--- config.mk ---
export PLATFORM = sky130hd
export DESIGN_NAME = att_isqrt
export DESIGN_NICKNAME = d
export VERILOG_FILES = /design/src/rtl/att_pkg.sv /design/src/rtl/att_isqrt.sv
export SDC_FILE = /design/constraint.sdc
export NUM_CORES = 2
export LEC_CHECK = 0
export ABC_AREA = 0
export BUFFER_PORTS_ARGS = -buffer_cell sky130_fd_sc_hd__buf_2
export CAP_MARGIN = 20
export CORE_MARGIN = 5
export CORE_UTILIZATION = 50
export CTS_BUF_LIST = sky130_fd_sc_hd__clkbuf_4 sky130_fd_sc_hd__clkbuf_8
export CTS_CLUSTER_SIZE = 40
export DETAILED_ROUTE_END_ITERATION = 7
export GPL_TIMING_DRIVEN = 0
export PLACE_DENSITY = 0.67
export SLEW_MARGIN = 20
export SYNTH_ARGS = -nofsm -noshare
export SYNTH_HDL_FRONTEND = slang
export SYNTH_SLANG_ARGS = --single-unit
--- constraint.sdc ---
create_clock -name clk_i -period 3.1 [get_ports clk_i]
set_input_delay 0.465 -clock clk_i [delete_from_list [all_inputs] [get_ports clk_i]]
set_output_delay 0.465 -clock clk_i [all_outputs]
set_load 0.03 [all_outputs]
--- src/rtl/att_pkg.sv ---
package att_pkg;

  localparam int unsigned SampleW = 16;
  localparam int unsigned CorrW = 18;
  localparam int unsigned SumW = 36;
  localparam int unsigned RootW = 32;
  localparam int unsigned CxW = 40;
  localparam int unsigned AngW = 32;
  localparam int unsigned AngTableLen = 24;
  localparam int unsigned CordicStepsDef = 16;
  localparam int unsigned CfgIdxW = 2;

  localparam logic signed [AngW-1:0] QuarterTurn = 32'sd1073741824;
  localparam logic [31:0] RadScale = 32'd1686629713;
  localparam logic [14:0] DegScale = 15'd23040;

  typedef enum logic [CfgIdxW-1:0] {
    CfgOffsetX = 2'd0,
    CfgOffsetY = 2'd1,
    CfgOffsetZ = 2'd2
  } cfg_idx_e;

  function automatic logic [AngW-1:0] ang_lut(input int unsigned idx);
    logic [AngW-1:0] v;
    case (idx)
      0: v = 32'd536870912;
      1: v = 32'd316933406;
      2: v = 32'd167458907;
      3: v = 32'd85004756;
      4: v = 32'd42667331;
      5: v = 32'd21354465;
      6: v = 32'd10679838;
      7: v = 32'd5340245;
      8: v = 32'd2670163;
      9: v = 32'd1335087;
      10: v = 32'd667544;
      11: v = 32'd333772;
      12: v = 32'd166886;
      13: v = 32'd83443;
      14: v = 32'd41722;
      15: v = 32'd20861;
      16: v = 32'd10430;
      17: v = 32'd5215;
      18: v = 32'd2608;
      19: v = 32'd1304;
      20: v = 32'd652;
      21: v = 32'd326;
      22: v = 32'd163;
      23: v = 32'd81;
      default: v = '0;
    endcase
    return v;
  endfunction

endpackage

--- src/rtl/att_isqrt.sv ---
module att_isqrt (
  input  logic                      clk_i,
  input  logic                      rst_ni,
  input  logic                      valid_i,
  input  logic [att_pkg::SumW-1:0]  sum_i,
  input  logic [1:0][att_pkg::CorrW-1:0] side_i,
  output logic                      valid_o,
  output logic [att_pkg::RootW-1:0] root_o,
  output logic [1:0][att_pkg::CorrW-1:0] side_o
);
  import att_pkg::*;

  localparam int unsigned Stages = RootW;
  localparam int unsigned RadW = SumW + 28;
  localparam int unsigned RemW = RootW + 2;

  logic [Stages:0]                  vld_q;
  logic [Stages:0][RadW-1:0]        rad_q;
  logic [Stages:0][RemW-1:0]        rem_q;
  logic [Stages:0][RootW-1:0]       res_q;
  logic [Stages:0][1:0][CorrW-1:0]  side_q;

  always_comb begin
    vld_q[0] = valid_i;
    rad_q[0] = {sum_i, 28'd0};
    rem_q[0] = '0;
    res_q[0] = '0;
    side_q[0] = side_i;
  end

  for (genvar s = 0; s < Stages; s++) begin : g_st
    logic [RemW-1:0] trial;
    logic [RemW-1:0] cand;
    logic [RemW-1:0] rem_d;
    logic [RootW-1:0] res_d;
    logic vld_q1;
    logic [RadW-1:0] rad_q1;
    logic [RemW-1:0] rem_q1;
    logic [RootW-1:0] res_q1;
    logic [1:0][CorrW-1:0] side_q1;

    always_comb begin
      trial = {rem_q[s][RemW-3:0], rad_q[s][RadW-1 -: 2]};
      cand = {res_q[s], 2'b01};
      if (trial >= cand) begin
        rem_d = trial - cand;
        res_d = {res_q[s][RootW-2:0], 1'b1};
      end else begin
        rem_d = trial;
        res_d = {res_q[s][RootW-2:0], 1'b0};
      end
    end

    always_ff @(posedge clk_i or negedge rst_ni) begin
      if (!rst_ni) begin
        vld_q1 <= 1'b0;
      end else begin
        vld_q1 <= vld_q[s];
      end
    end

    always_ff @(posedge clk_i) begin
      rad_q1 <= {rad_q[s][RadW-3:0], 2'b00};
      rem_q1 <= rem_d;
      res_q1 <= res_d;
      side_q1 <= side_q[s];
    end

    always_comb begin
      vld_q[s+1] = vld_q1;
      rad_q[s+1] = rad_q1;
      rem_q[s+1] = rem_q1;
      res_q[s+1] = res_q1;
      side_q[s+1] = side_q1;
    end
  end

  assign valid_o = vld_q[Stages];
  assign root_o = res_q[Stages];
  assign side_o = side_q[Stages];

endmodule

After elaboration in Yosys (flattened, before gate mapping)
Index checks and enable logic that the tools add are counted.
- magnitude comparators: 32
- add/subtract/negate cells: 31
- mux-type cells: 63
- operator list (cell ; count):
    32-bit two-way mux ; 30
    34-bit by 10-bit >= comparator with 1-bit output ; 1
    34-bit by 11-bit >= comparator with 1-bit output ; 1
    34-bit by 12-bit >= comparator with 1-bit output ; 1
    34-bit by 13-bit >= comparator with 1-bit output ; 1
    34-bit by 14-bit >= comparator with 1-bit output ; 1
    34-bit by 15-bit >= comparator with 1-bit output ; 1
    34-bit by 16-bit >= comparator with 1-bit output ; 1
    34-bit by 17-bit >= comparator with 1-bit output ; 1
    34-bit by 18-bit >= comparator with 1-bit output ; 1
    34-bit by 19-bit >= comparator with 1-bit output ; 1
    34-bit by 20-bit >= comparator with 1-bit output ; 1
    34-bit by 21-bit >= comparator with 1-bit output ; 1
    34-bit by 22-bit >= comparator with 1-bit output ; 1
    34-bit by 23-bit >= comparator with 1-bit output ; 1
    34-bit by 24-bit >= comparator with 1-bit output ; 1
    34-bit by 25-bit >= comparator with 1-bit output ; 1
    34-bit by 26-bit >= comparator with 1-bit output ; 1
    34-bit by 27-bit >= comparator with 1-bit output ; 1
    34-bit by 28-bit >= comparator with 1-bit output ; 1
    34-bit by 29-bit >= comparator with 1-bit output ; 1
    34-bit by 3-bit >= comparator with 1-bit output ; 1
    34-bit by 30-bit >= comparator with 1-bit output ; 1
    34-bit by 31-bit >= comparator with 1-bit output ; 1
    other kinds (42) ; 73
- flip-flop bits (word level): 2981
- input port bits: 75
- output and inout bits: 69
- logic and storage cells: 316

Depth between registers and ports, before layout
- depth in word-level cells: 2
- depth in mapped cells: 15
- depth with buffers taken out: 15

Worst setup path before layout
No wires, ideal clock.
- kind: register to register
- start point: reg g_st[28].rem_q1[0]
- end point: reg g_st[29].rem_q1[25]
- data arrival time: 3.243 ns
- stages on the path, launching flop included: 13
- path buffers: 1
- required time: 2.979 ns
- path slack: -0.263 ns
- path through: dfxtp_1 > ha_1 > inv_1 > fa_1 > nor2b_1 > o31a_1 > o2111ai_1 > o311ai_2 > a31oi_1 > or4b_1 > nand2_2 > buf_2 > mux2_2
- longest elaborated chain between the ends: 2
- RTL lines (item ; RTL line ; text):
    start: declaration ; att_isqrt.sv:38 ; logic [RemW-1:0] rem_q1;
    start signal: assignment ; att_isqrt.sv:64 ; rem_q1 <= rem_d;
    32-bit by 31-bit subtractor with 32-bit output or 34-bit by 31-bit >= comparator with 1-bit output (tied branches) ; att_isqrt.sv:46, att_isqrt.sv:45 ;
    32-bit two-way mux (*) ; att_isqrt.sv:45 ; if (trial >= cand) begin
    named net g_st[29].rem_d[25] ; att_isqrt.sv:34 ; logic [RemW-1:0] rem_d;
    end signal: assignment ; att_isqrt.sv:64 ;
    end: declaration ; att_isqrt.sv:38 ;
Mark *: on every way through the listed nets, which the timed path passes. The rest lies on a longest branch.
A chain may end at the register's enable or synchronous reset.

Worst setup path after layout
Ends and elaborated chain as after synthesis.

==> impl_metrics.py <==
metrics = {
    "layout": {
        "fin_cells": 12700,
        "drive_above_1_share_pct": 17.7,
        "final_common_cell": "dfxtp_1",
        "nFillCells": 15700,
        "syn2layout_area_growth_pct": 20.9,
        "layout_common_cells": "dfxtp_1, inv_1, clkbuf_8",
        "final_core_utilization_pct": 60.6,
        "fin_nets": 10500,
    },
    "grt": {
        "grt_max_degree": 33,
        "grt-ovfl-total": 0,
        "antenna_found_initial": 8,
        "grt_pass1_wl_um": 323000,
        "grt_pass1_vias": 64600,
        "grt_usage_pct": 19.2,
    },
    "sta": {
        "max_slew.worst_pin.slew_ns": 1.02,
        "max_freq_mhz": 300,
        "finalHoldViolations": 0,
        "finalWorstSetupSlack_ns": -0.235,
        "post-route-period-util_pct": 108,
        "period_needed_ns": 3.33,
        "rsz0062_at_grt": "yes",
        "finalMaxSlewViolations": 0,
        "clock-skew-final_ns": 0.0711,
        "setup_viol": 66,
        "max_slew_margin_pct": 31.3,
        "finalSetupTns_ns": -9.01,
    },
    "outcome": {
        "status": "finished, violations left",
        "violations": "negative setup slack",
    },
    "route": {
        "wl_um": 202000,
        "avgRoutedWirePerCell_um": 15.9,
        "via_count": 64300,
        "dr.pass1.iters": 5,
        "drc": 0,
        "ant_nets": 0,
        "vias_per_cell": 5.06,
        "drt_iter0_markers": 3387,
    },
    "synthesis": {
        "synthFlopType": "dfxtp_1",
        "yosysSeqAreaShare_pct": 60.5,
        "synth-edff-count": 0,
        "synth_cell_type_count": 103,
        "synth_async_sr_flop_share_pct": 1.09,
        "ys_warn_count": 0,
        "synthCells": 8928,
        "syn-num-nets": 9553,
        "avgSynthCellArea_um2": 10.9,
        "syn-cell-area_um2": 97500,
        "ys_seq_elements": 2939,
    },
    "clock_tree": {
        "tritoncts": "built",
        "h-tree-depth": 5,
        "clk_pin_slew_worst_paths_ns": 0.06,
        "ctsLongestPathBuffers": 4,
        "root_buffer": "clkbuf_8",
        "cts_inserted_buffers": 450,
        "clk_latency_ns": 1.09,
        "cts.sinks": 2939,
    },
    "power": {
        "p_leak_nw": 54.7,
        "ir_drop_uv": 496,
        "powerDensity_nw_per_um2": 830,
    },
    "place": {
        "port_buffers": 143,
        "place_congestion": 0.891,
        "dp_hpwl_um": 142000,
        "placed_cells": 11600,
        "pre_cts_ws_ns": -1.66,
    },
    "run": {
        "max_cap_violations": 0,
    },
    "floorplan": {
        "initial_core_util_pct": 50.1,
        "core_area_um2": 194000,
        "io_pins": 144,
        "fp.dieArea_um2": 204000,
        "die_w_um": 452,
        "rows": 162,
        "chipHeight_um": 452,
    },
    "critical_path": {
        "cp_cell_sequence": "ha_4, inv_2, fa_2, nor2b_2, o31a_1, o2111ai_4, o311ai_4, buf_6, a31oi_4, or4b_4, nand2_8, buf_12, mux2_4",
        "crit_type": "reg2reg",
        "startpoint_type": "flip-flop",
        "slowest_delay_ns": 0.55,
        "required_ns": 4.03,
        "cp.buffers_inverters": 3,
        "cp_max_fo": 8,
        "cp_slowest_cell": "or4b_4",
        "end_kind": "flip-flop",
        "crit_family": "compound AO/OA/AOI/OAI gates",
        "arrival_ns": 4.26,
    },
    "min_path": {
        "hold_class": "in2reg",
    },
}
## flip-flops by register name (all words and copies together), names as in the netlist
register	flops
g_st.rem_q1	921
side_o	36
root_o	32
g_st.vld_q1	31
g_st.res_q1	496
g_st.side_q1	1116
valid_o	1
g_st.rad_q1	306
## metrics by stage
step,area (µm²),total power [mW],hold slack (ns)
finish,118000,97.7,0.159
global route,118000,103,0.0599
CTS,115000,97.6,0.00837
detailed placement,101000,61.8,0.312
global placement,101000,61.4,0.309
floorplan,97500,57.2,0.169
## metal layers
metal / up-vias / routed length, µm / GRT usage (%)
li1: 32200 / - / -
met5: - / 0 / 0
met4: 0 / 5850 / 6.88
met1: 30200 / 88600 / 24.2
met3: 434 / 10000 / 3.69
met2: 1442 / 97100 / 32.8
## synth_stat cells, types with 46 or more instances
| cell type | number | share of area [%] |
|---|---|---|
| a211oi_1 | 46 | 0.35 |
| o31ai_1 | 57 | 0.44 |
| o21a_1 | 111 | 0.85 |
| nand4_1 | 68 | 0.44 |
| ha_1 | 537 | 6.9 |
| or3_1 | 79 | 0.51 |
| or4_1 | 50 | 0.39 |
| nor3_1 | 181 | 0.93 |
| clkbuf_1 | 103 | 0.40 |
| o21ai_0 | 436 | 2.2 |
| xor2_1 | 331 | 3.0 |
| inv_1 | 691 | 2.7 |
| dfxtp_1 | 2907 | 60 |
| mux2_2 | 74 | 0.85 |
| a21o_1 | 211 | 1.6 |
| nor4_1 | 92 | 0.59 |
| nor2b_1 | 80 | 0.51 |
| nand2b_1 | 98 | 0.63 |
| xnor2_1 | 380 | 3.4 |
| nor2_1 | 540 | 2.1 |
| nand2_1 | 526 | 2.0 |
| a21oi_1 | 523 | 2.7 |
| nand3_1 | 138 | 0.71 |
## layout make-up
cell class | count | area (µm²) | area share (%)
multi-input cells | 5157 | 38200 | 32.5
inverters | 697 | 2630 | 2.23
clock inverters | 101 | 1230 | 1.05
well taps | 2542 | 3180 | 2.70
flip-flops and latches | 2939 | 59100 | 50.1
diodes | 4 | 10.0 | 0.00850
repair buffers | 463 | 3820 | 3.24
plain buffers | 119 | 938 | 0.797
clock buffers | 683 | 8700 | 7.38
## path summary, 6_finish.rpt
check / startpoint / to / slack (ns) / cells after the start
worst max register to register: g_st[28].rem_q1[0] / g_st[29].rem_q1[25] / -0.23 / 13
worst min-delay path: sum_i[35] / g_st[0].res_q1[0] / 0.16 / 3
max in group asynchronous: rst_ni / g_st[7].vld_q1 / 2.44 / 4
worst max-delay path: g_st[28].rem_q1[0] / g_st[29].rem_q1[25] / -0.23 / 13
worst min register to register: g_st[8].rad_q1[60] / g_st[9].rad_q1[62] / 0.30 / 0
min in group asynchronous: rst_ni / g_st[3].vld_q1 / 0.50 / 4
## repair_timing
action                                  CTS  global route
gates cloned                              9             5
pin swaps                                96           151
hold buffers                            149             0
endpoints found under the setup margin  632           664
gates resized for setup                 443           510
endpoints found under the hold margin   106             0
setup buffers                            84            82
## logic make-up (layout without fill, tap and decap cells)
logic type               after synthesis  in the layout  share of synthesized area [%]
AO/OA/AOI/OAI                       1718           1718                           11.0
XOR/XNOR                             711            711                           6.39
adder cells (fa/ha/maj)              550            550                           7.16
buffers and inverters                833           2063                           3.25
flip-flops                          2939           2939                           60.5
multiplexers                          90             90                           1.02
other                                  1              5                        0.00385
AND/OR/NAND/NOR                     2086           2087                           10.6
## worst reg2reg max path, cell delays in order (launching register included)
cell	delay, ns
dfxtp_4	0.37
ha_4	0.14
inv_2	0.03
fa_2	0.34
nor2b_2	0.14
o31a_1	0.25
o2111ai_4	0.17
o311ai_4	0.33
buf_6	0.17
a31oi_4	0.13
or4b_4	0.55
nand2_8	0.14
buf_12	0.15
mux2_4	0.31
## power by group
part           switching (mW)  internal (mW)
Clock                    13.9           20.0
Combinational            8.92           7.92
Sequential               3.95           43.0
Total                    26.8           71.0
(Power assumes the default switching activity.)
