==> config.mk <==
export PLATFORM = sky130hd
export DESIGN_NAME = att_scale
export DESIGN_NICKNAME = d
export VERILOG_FILES = /design/src/rtl/att_pkg.sv /design/src/rtl/att_scale.sv
export SDC_FILE = /design/constraint.sdc
export NUM_CORES = 1
export LEC_CHECK = 0
export BUFFER_PORTS_ARGS = -buffer_cell sky130_fd_sc_hd__buf_2
export CORE_AREA = 2 2 234 236
export CTS_BUF_LIST = sky130_fd_sc_hd__clkbuf_16
export DETAILED_ROUTE_END_ITERATION = 10
export DIE_AREA = 0 0 236 238
export GPL_TIMING_DRIVEN = 0
export HOLD_SLACK_MARGIN = 0.1
export PLACE_DENSITY = 0.63
export RECOVER_POWER = 25
export SETUP_SLACK_MARGIN = 0.02
export SLEW_MARGIN = 20
export SYNTH_ARGS = -nofsm -noshare
export SYNTH_HDL_FRONTEND = slang
export SYNTH_SLANG_ARGS = --single-unit
==> constraint.sdc <==
create_clock -name clk_i -period 4.8 [get_ports clk_i]
set_clock_uncertainty 0.1 [all_clocks]
set_input_delay 0.96 -clock clk_i [delete_from_list [all_inputs] [get_ports clk_i]]
set_output_delay 0.96 -clock clk_i [all_outputs]
set_load 0.1 [all_outputs]
==> src/rtl/att_pkg.sv <==
package att_pkg;

  localparam int unsigned SampleW = 16;
  localparam int unsigned CorrW = 18;
  localparam int unsigned SumW = 36;
  localparam int unsigned RootW = 32;
  localparam int unsigned CxW = 40;
  localparam int unsigned AngW = 32;
  localparam int unsigned AngTableLen = 24;
  localparam int unsigned CordicStepsDef = 16;
  localparam int unsigned CfgIdxW = 2;

  localparam logic signed [AngW-1:0] QuarterTurn = 32'sd1073741824;
  localparam logic [31:0] RadScale = 32'd1686629713;
  localparam logic [14:0] DegScale = 15'd23040;

  typedef enum logic [CfgIdxW-1:0] {
    CfgOffsetX = 2'd0,
    CfgOffsetY = 2'd1,
    CfgOffsetZ = 2'd2
  } cfg_idx_e;

  function automatic logic [AngW-1:0] ang_lut(input int unsigned idx);
    logic [AngW-1:0] v;
    case (idx)
      0: v = 32'd536870912;
      1: v = 32'd316933406;
      2: v = 32'd167458907;
      3: v = 32'd85004756;
      4: v = 32'd42667331;
      5: v = 32'd21354465;
      6: v = 32'd10679838;
      7: v = 32'd5340245;
      8: v = 32'd2670163;
      9: v = 32'd1335087;
      10: v = 32'd667544;
      11: v = 32'd333772;
      12: v = 32'd166886;
      13: v = 32'd83443;
      14: v = 32'd41722;
      15: v = 32'd20861;
      16: v = 32'd10430;
      17: v = 32'd5215;
      18: v = 32'd2608;
      19: v = 32'd1304;
      20: v = 32'd652;
      21: v = 32'd326;
      22: v = 32'd163;
      23: v = 32'd81;
      default: v = '0;
    endcase
    return v;
  endfunction

endpackage

==> src/rtl/att_scale.sv <==
module att_scale (
  input  logic                            clk_i,
  input  logic                            rst_ni,
  input  logic                            valid_i,
  input  logic signed [att_pkg::AngW-1:0] ang_i,
  output logic                            valid_o,
  output logic signed [15:0]              rad_o,
  output logic signed [15:0]              deg_o
);
  import att_pkg::*;

  logic [AngW-1:0] mag;
  logic neg;
  assign neg = ang_i[AngW-1];
  assign mag = neg ? AngW'(-ang_i) : AngW'(ang_i);

  logic v1_q, v2_q;
  logic neg1_q;
  logic [63:0] rprod_q;
  logic [46:0] dprod_q;
  logic signed [15:0] rad_q, deg_q;
  logic [15:0] rr, dr;

  always_ff @(posedge clk_i or negedge rst_ni) begin
    if (!rst_ni) begin
      v1_q <= 1'b0;
      v2_q <= 1'b0;
    end else begin
      v1_q <= valid_i;
      v2_q <= v1_q;
    end
  end

  assign rr = 16'((rprod_q + (64'd1 << 45)) >> 46);
  assign dr = 16'((dprod_q + (47'd1 << 29)) >> 30);

  always_ff @(posedge clk_i) begin
    neg1_q <= neg;
    rprod_q <= 64'(mag) * 64'(RadScale);
    dprod_q <= 47'(mag) * 47'(DegScale);
    rad_q <= neg1_q ? -rr : rr;
    deg_q <= neg1_q ? -dr : dr;
  end

  assign valid_o = v2_q;
  assign rad_o = rad_q;
  assign deg_o = deg_q;

endmodule

# After elaboration in Yosys (flattened, before gate mapping)
# Index checks and enable logic that the tools add are counted.
[word_totals]
reg_bits = 134
in_bits = 35
output_inout_bits = 33
[classes]
add_sub_neg = 5
mul = 2
n_mux = 3
[ops]
columns = ["cell", "n"]
rows = [
  ["$add 62x46->62 const B", 1],
  ["$mul 32x31->62 const B", 1],
  ["$add 46x30->46 const B", 1],
  ["$mul 32x6->37 const B", 1],
  ["$mux 16", 2],
  ["$mux 32", 1],
  ["$neg 16->16", 2],
  ["$neg 32->32", 1],
]

# Longest topological paths before layout
# Gate-level depths: netlist (run 1).
[logic_depth]
word_depth = 3
depth_mapped = 33
depth_no_buf = 33

# Worst setup path after synthesis (run 1)
# No wires, ideal clock.
[synth_timing]
path_type = "input-to-reg"
start = "input port ang_i[11] (netlist name)"
end = "register rprod_q[60]"
setup_ps = 72
t_arrival_ps = 8946
required_time_ps = 4628
slack_ps = -4318
cell_stages = 30
path_cell_list = "buf_2 or4_4 nor4_1 inv_1 nor3_2 nand3_1 o31ai_1 xnor2_1 inv_1 fa_1 inv_1 fa_1 inv_1 fa_1 inv_1 ha_1 fa_1 fa_1 fa_1 ha_1 ha_1 a21o_1 a211o_1 nor2_1 a31o_2 o2111ai_1 a31oi_1 o21ai_0 a21oi_1 xnor2_1"
[synth_via]
elab_chain_len = 3
[synth_lines]
columns = ["item", "line_no", "rtl"]
rows = [
  ["start, declared", "att_scale.sv:5", "input logic signed [att_pkg::AngW-1:0] ang_i,"],
  ["$neg 32->32", "att_scale.sv:15", "assign mag = neg ? AngW'(-ang_i) : AngW'(ang_i);"],
  ["$mux 32 *", "att_scale.sv:15", ""],
  ["$mul 32x31->62 *", "att_scale.sv:39", "rprod_q <= 64'(mag) * 64'(RadScale);"],
  ["end signal, assigned", "att_scale.sv:39", ""],
  ["end, declared", "att_scale.sv:19", "logic [63:0] rprod_q;"],
]
# Every way passes the cells marked *; elsewhere a longest branch is shown, timed or not.

# Final worst setup path (run 1)
[layout_timing]
start = "input port ang_i[14] (netlist name)"
end = "register rprod_q[60]"
# Same word-level chain as after synthesis.

==> flow_summary_export.csv, run 1 <==
group,metric,value,unit
synthesis,synth_top_area_frac,0.331,
route,vias,16200,
synthesis,ys.flop_type,"dfxtp_1",
cts,clk_pin_slew,0.05,ns
place,gp_congestion,0.968,
synthesis,synth_area_leaders,"fa_1 (33%), ha_1 (25%), inv_1 (8.9%)",
floorplan,start_util,0.399,
cts,cts_sinks,69,
global_route,antenna_found_initial,0,
global_route,gr-total-overflow,0,
critical_path,cp-end-kind,"flop",
sta,hold_viol,0,
floorplan,io_pins,68,
layout,diodes,0,
cts,cts_buffer_depth,2,
route,drt_first_iter_violations,746,
sta,grt_setup_unrepaired,"true",
synthesis,syn_nets,3011,
cts,cts_tree,"yes",
synthesis,synth_edf_count,0,
layout,area_growth,26.5,%
outcome,violations,"negative setup slack",
outcome,status,"complete, but fails checks",
floorplan,die_h,238,microns
layout,nets,3263,
place,placedInstanceArea,23000,sq um
route,post_drt_wl_per_cell,19.7,microns
floorplan,std_cell_rows,85,
sta,period_minus_slack,8.64,ns
sta,timing.fmax,116,MHz
place,dp_hpwl,50600,microns
synthesis,yosysTopAreaCell,"fa_1",
critical_path,cp_data_required_time,4.97,ns
critical_path,worstPathArrival,8.81,ns
layout,drive_above_1_share,0.240,
sta,setup_viol,34,
critical_path,path_class,"in2reg",
flow_run,cap_violations,0,
cts,cts_hold_buffers,0,
sta,setup_tns,-83.29,ns
sta,maxSlewViolCount,0,
cts,h-tree-depth,3,
sta,finalWorstSetupSlack,-3.84,ns
critical_path,cp-start-kind,"input port",
layout,fin_area,27000,sq um
hold_path,min_path_type,"reg2reg",
critical_path,critPathMaxStageDelay,0.57,ns
route,first_pass_iters,5,
sta,relSlewSlack,0.228,
critical_path,cp_max_fo,7,
synthesis,synth.distinct_cells,70,
place,dp_slack,-5.48,ns
global_route,groute.usage.overall,0.224,
critical_path,cpMaxStageDelayCell,"fa_1",
floorplan,core,53500,sq um
critical_path,cp_common_cell,"fa_1",
synthesis,syn_inst,2197,
cts,cts_buffers,9,
global_route,grt_pass1_vias,17400,
synthesis,ys_top_cells_by_count,"inv_1 (503), ha_1 (426), fa_1 (353)",
place,io_buffers,65,
route,via_per_inst,5.14,
cts,clock-root-buffer,"clkbuf_16",
sta,worst_pin_slew,1.16,ns
layout,fill_cells,4763,
synthesis,ys_ff_latch,69,
floorplan,die_w,236,microns
sta,whs,0.256,ns
synthesis,synth_area,21300,sq um
synthesis,ys_async_sr_fraction,0.0290,
sta,finalCritPeriodShare,1.80,
synthesis,yosys_warnings,0,
global_route,grt_pass1_wl,96800,microns
synthesis,syn_area_per_cell,9.70,sq um
synthesis,seq_area_frac_synth,0.0653,
route,route.detailed.drc,0,
route,wirelength,62100,microns
route,ant_nets,0,
floorplan,dieArea,56200,sq um
global_route,grt_max_degree,13,
cts,clk-insertion-delay-late,0.35,ns
synthesis,yosysMostFrequentCell,"inv_1",
-- cell type report --
cell class                 instances  area [sq um]  area share
inverter                         512          1980      0.0734
clock inverter                     6          25.0    0.000928
buffer                            21           156     0.00580
sequential                        69          1390      0.0516
clock buffer                       9           225     0.00835
multi-input combinational       1593         20300       0.754
timing repair buffer             243          1980      0.0734
tap                              696           871      0.0323
-- metrics by stage --
stage,cells,util
after floorplan,2197,-
after global placement,2958,0.429
after detailed placement,2959,0.429
after CTS,3118,0.491
after global routing,3149,0.504
final,3149,0.504
-- layer usage --
layer	share of wire	up-vias	track usage
met5	0	-	0
met3	0.028	70	0.0148
met2	0.51	254	0.398
met4	0.031	0	0.0747
li1	-	7620	-
met1	0.43	8239	0.289
-- timing repair --
item / CTS / global route
setup endpoints to repair: 34 / 34
buffers inserted: 146 / 34
pin swaps: 150 / 57
gates resized for setup: 323 / 88
endpoints found under the hold margin: 0 / 0
-- worst paths after layout --
kind                                startpoint                  end  slack, ns  cells after the start
min                             v1_q$_DFF_PN0_    valid_o$_DFF_PN0_       0.26                      0
min reg2reg                     v1_q$_DFF_PN0_    valid_o$_DFF_PN0_       0.26                      0
max                                  ang_i[14]  rprod_q[60]$_DFF_P_      -3.84                     34
min in group asynchronous               rst_ni       v1_q$_DFF_PN0_       0.29                      1
max reg2reg                dprod_q[32]$_DFF_P_    deg_o[10]$_DFF_P_       1.77                     10
max in group asynchronous               rst_ni    valid_o$_DFF_PN0_       4.19                      1
-- kinds of logic (layout without fill, tap and decap cells) --
group / Yosys count / in the layout / synth area share
DFF: 69 / 69 / 0.0653
muxes: 5 / 5 / 0.00241
buffers and inverters: 535 / 791 / 0.0945
xor gates and xnor gates: 215 / 215 / 0.0959
AOI/OAI and AO/OA: 297 / 297 / 0.0903
and+or+nand+nor: 295 / 295 / 0.0691
adders and majority gates: 781 / 781 / 0.582
-- flip-flops by register name (all words and copies together) (netlist names) --
signal and count:
dprod_q 17, rprod_q 17, deg_o 16, rad_o 16
neg1_q 1, v1_q 1, valid_o 1
-- layout by cell type, fill, tap and decap left out, types with 61 or more instances in the layout --
cell     synthesis  final
a21o_1          61     61
a21oi_1         83     62
buf_4            0    137
dfxtp_1         67     67
fa_1           353    337
ha_1           426    347
ha_4             0     66
inv_1          503    475
nand2_1         71     62
xnor2_1        154    121
-- critical path, delay by kind of cell --
| family | cells | cell delay [ns] |
|---|---|---|
| AOI/OAI and AO/OA | 8 | 1.59 |
| buffers and inverters | 10 | 1.01 |
| xor gates and xnor gates | 2 | 0.41 |
| and+or+nand+nor | 5 | 1.14 |
| adders and majority gates | 9 | 3.68 |
Power of run 1 is not shown: default switching activity piles up to over one toggle a cycle in this logic, so the estimate is an artifact.
==> run 2: changes to the inputs <==
- CTS_BUF_LIST: sky130_fd_sc_hd__clkbuf_16 -> unset
- clock period: 4.8 -> 9.5 ns (I/O delays scaled with it)
==> run 2 against run 1 <==
Compared with the run above: the run still ends with negative setup slack left; core utilization shrank 2.1 points; flip-flop and latch count is the same; routed wire length shrank 4.8%; count of clock-buffer cells in the layout grew 4; die area is the same; register-to-register slack gained 4.5 ns; hold slack lost 0.0069 ns; global-route usage shrank 0.98 points; cell area shrank 4.3%; critical path depth shrank 1; critical endpoint is now rprod_q[58]$_DFF_P_; highest routed layer unchanged.
==> flow_summary_export.csv, run 2 (same netlist as run 1, synthesis figures left out) <==
group,metric,value,unit
layout,area_growth,21.1,%
layout,drive_above_1_share,0.193,
route,ant_nets,0,
route,drt_first_iter_violations,816,
layout,utilization,0.482,
critical_path,cp_data_required_time,9.63,ns
sta,finalWorstSetupSlack,-0.0520,ns
global_route,groute.usage.overall,0.214,
critical_path,reg2reg_from,"dprod_q[32]$_DFF_P_",
floorplan,start_util,0.399,
hold_path,min_path_type,"reg2reg",
layout,final_common_cell,"inv_1",
global_route,antenna_found_initial,0,
cts,cts_buffers,9,
route,via_per_inst,5.12,
cts,clock-root-buffer,"clkbuf_16",
sta,grt_setup_unrepaired,"true",
route,post_drt_wl_per_cell,19.0,microns
critical_path,critPathMaxStageDelay,0.60,ns
critical_path,cpMaxStageDelayCell,"or4_4",
critical_path,startpoint,"ang_i[6]",
layout,nets,3219,
sta,relSlewSlack,0.407,
flow_run,cap_violations,0,
cts,cts_tree,"yes",
sta,maxSlewViolCount,0,
layout,final_cell_mix,"inv_1 (477), ha_1 (366), fa_1 (343), xnor2_1 (124), buf_4 (115)",
sta,timing.fmax,105,MHz
floorplan,io_pins,68,
outcome,violations,"negative setup slack",
floorplan,dieArea,56200,sq um
layout,final_cells,3105,
route,wirelength,59100,microns
sta,setup_viol,3,
floorplan,core,53500,sq um
sta,period_minus_slack,9.55,ns
critical_path,cp_common_cell,"fa_1",
critical_path,cp-start-kind,"input port",
critical_path,cp_max_fo,6,
critical_path,worst-path-buf-inv,8,
place,gp_congestion,1.02,
cts,cts_sinks,69,
layout,reg_top3,"dprod_q (17), rprod_q (17)",
global_route,gr-total-overflow,0,
place,io_buffers,65,
sta,finalCritPeriodShare,1.01,
critical_path,cp-end-kind,"flop",
sta,hold_viol,0,
outcome,status,"complete, but fails checks",
sta,worst_pin_slew,0.882,ns
layout,diodes,0,
global_route,grt_pass1_vias,16900,
global_route,grt_pass1_wl,92300,microns
route,route.detailed.drc,0,
floorplan,die_w,236,microns
place,dp_hpwl,49700,microns
route,vias,15900,
hold_path,min_from,"v1_q$_DFF_PN0_",
critical_path,worstPathArrival,9.68,ns
floorplan,std_cell_rows,85,
cts,clk_pin_slew,0.05,ns
cts,clk-insertion-delay-late,0.34,ns
place,place_inst,2960,
cts,cts_buffer_depth,2,
cts,h-tree-depth,3,
route,first_pass_iters,5,
critical_path,path_class,"in2reg",
critical_path,cp_top_family,"adder cells",
cts,cts_hold_buffers,0,
floorplan,die_h,238,microns
global_route,grt_max_degree,13,
## run 2: cell count changes in the layout (fill, tap and decap cells not counted), sizes merged
cell | before | now
buf | 247 | 203
clkinv | 7 | 2
clkbuf | 26 | 30
clkinvlp | 5 | 7
inv | 506 | 505
## run 2: path summary, 6_finish.rpt
path                                       endpoint  slack [ns]  cells past startpoint
worst max-delay path            rprod_q[58]$_DFF_P_       -0.05                     33
worst min-delay path              valid_o$_DFF_PN0_        0.25                      0
worst max register to register    deg_o[11]$_DFF_P_        6.30                      9
worst min register to register    valid_o$_DFF_PN0_        0.25                      0
max in group asynchronous         valid_o$_DFF_PN0_        7.94                      1
min in group asynchronous            v1_q$_DFF_PN0_        1.23                      1
## run 2: per-layer routing
metal,track usage,wire [microns],vias up
li1,-,-,7525
met2,0.367,29400,326
met4,0.0876,2200,0
met3,0.0311,2770,73
met5,0,0,-
met1,0.271,24800,7974
## run 2: metrics by stage
stage / cell area, sq um / hold slack, ns / setup slack [ns] / setup TNS (ns)
6_report: 25800 / 0.249 / -0.0520 / -0.0622
5_1_grt: 25800 / 0.258 / -0.253 / -2.03
4_1_cts: 24800 / 0.252 / -0.0386 / -0.0869
3_5_place_dp: 22800 / 0.236 / -1.96 / -28.27
3_3_place_gp: 22700 / 0.239 / -2.26 / -33.12
2_1_floorplan: 21500 / 0.231 / -0.0412 / -0.0756
## run 2: final cells by class
cell class                 instances  area, sq um
buffer                            21          138
clock inverter                     2         10.0
sequential                        69         1390
timing repair buffer             199         1490
inverter                         512         1990
fill                            4848        27700
tap                              696          871
clock buffer                      13          260
multi-input combinational       1593        19700
## run 2: repair_timing
action | CTS | global route
resized for setup | 191 | 128
pin swaps | 67 | 61
setup buffers | 79 | 53
endpoints found under the setup margin | 17 | 15
Power of run 2 is left out for the same reason.
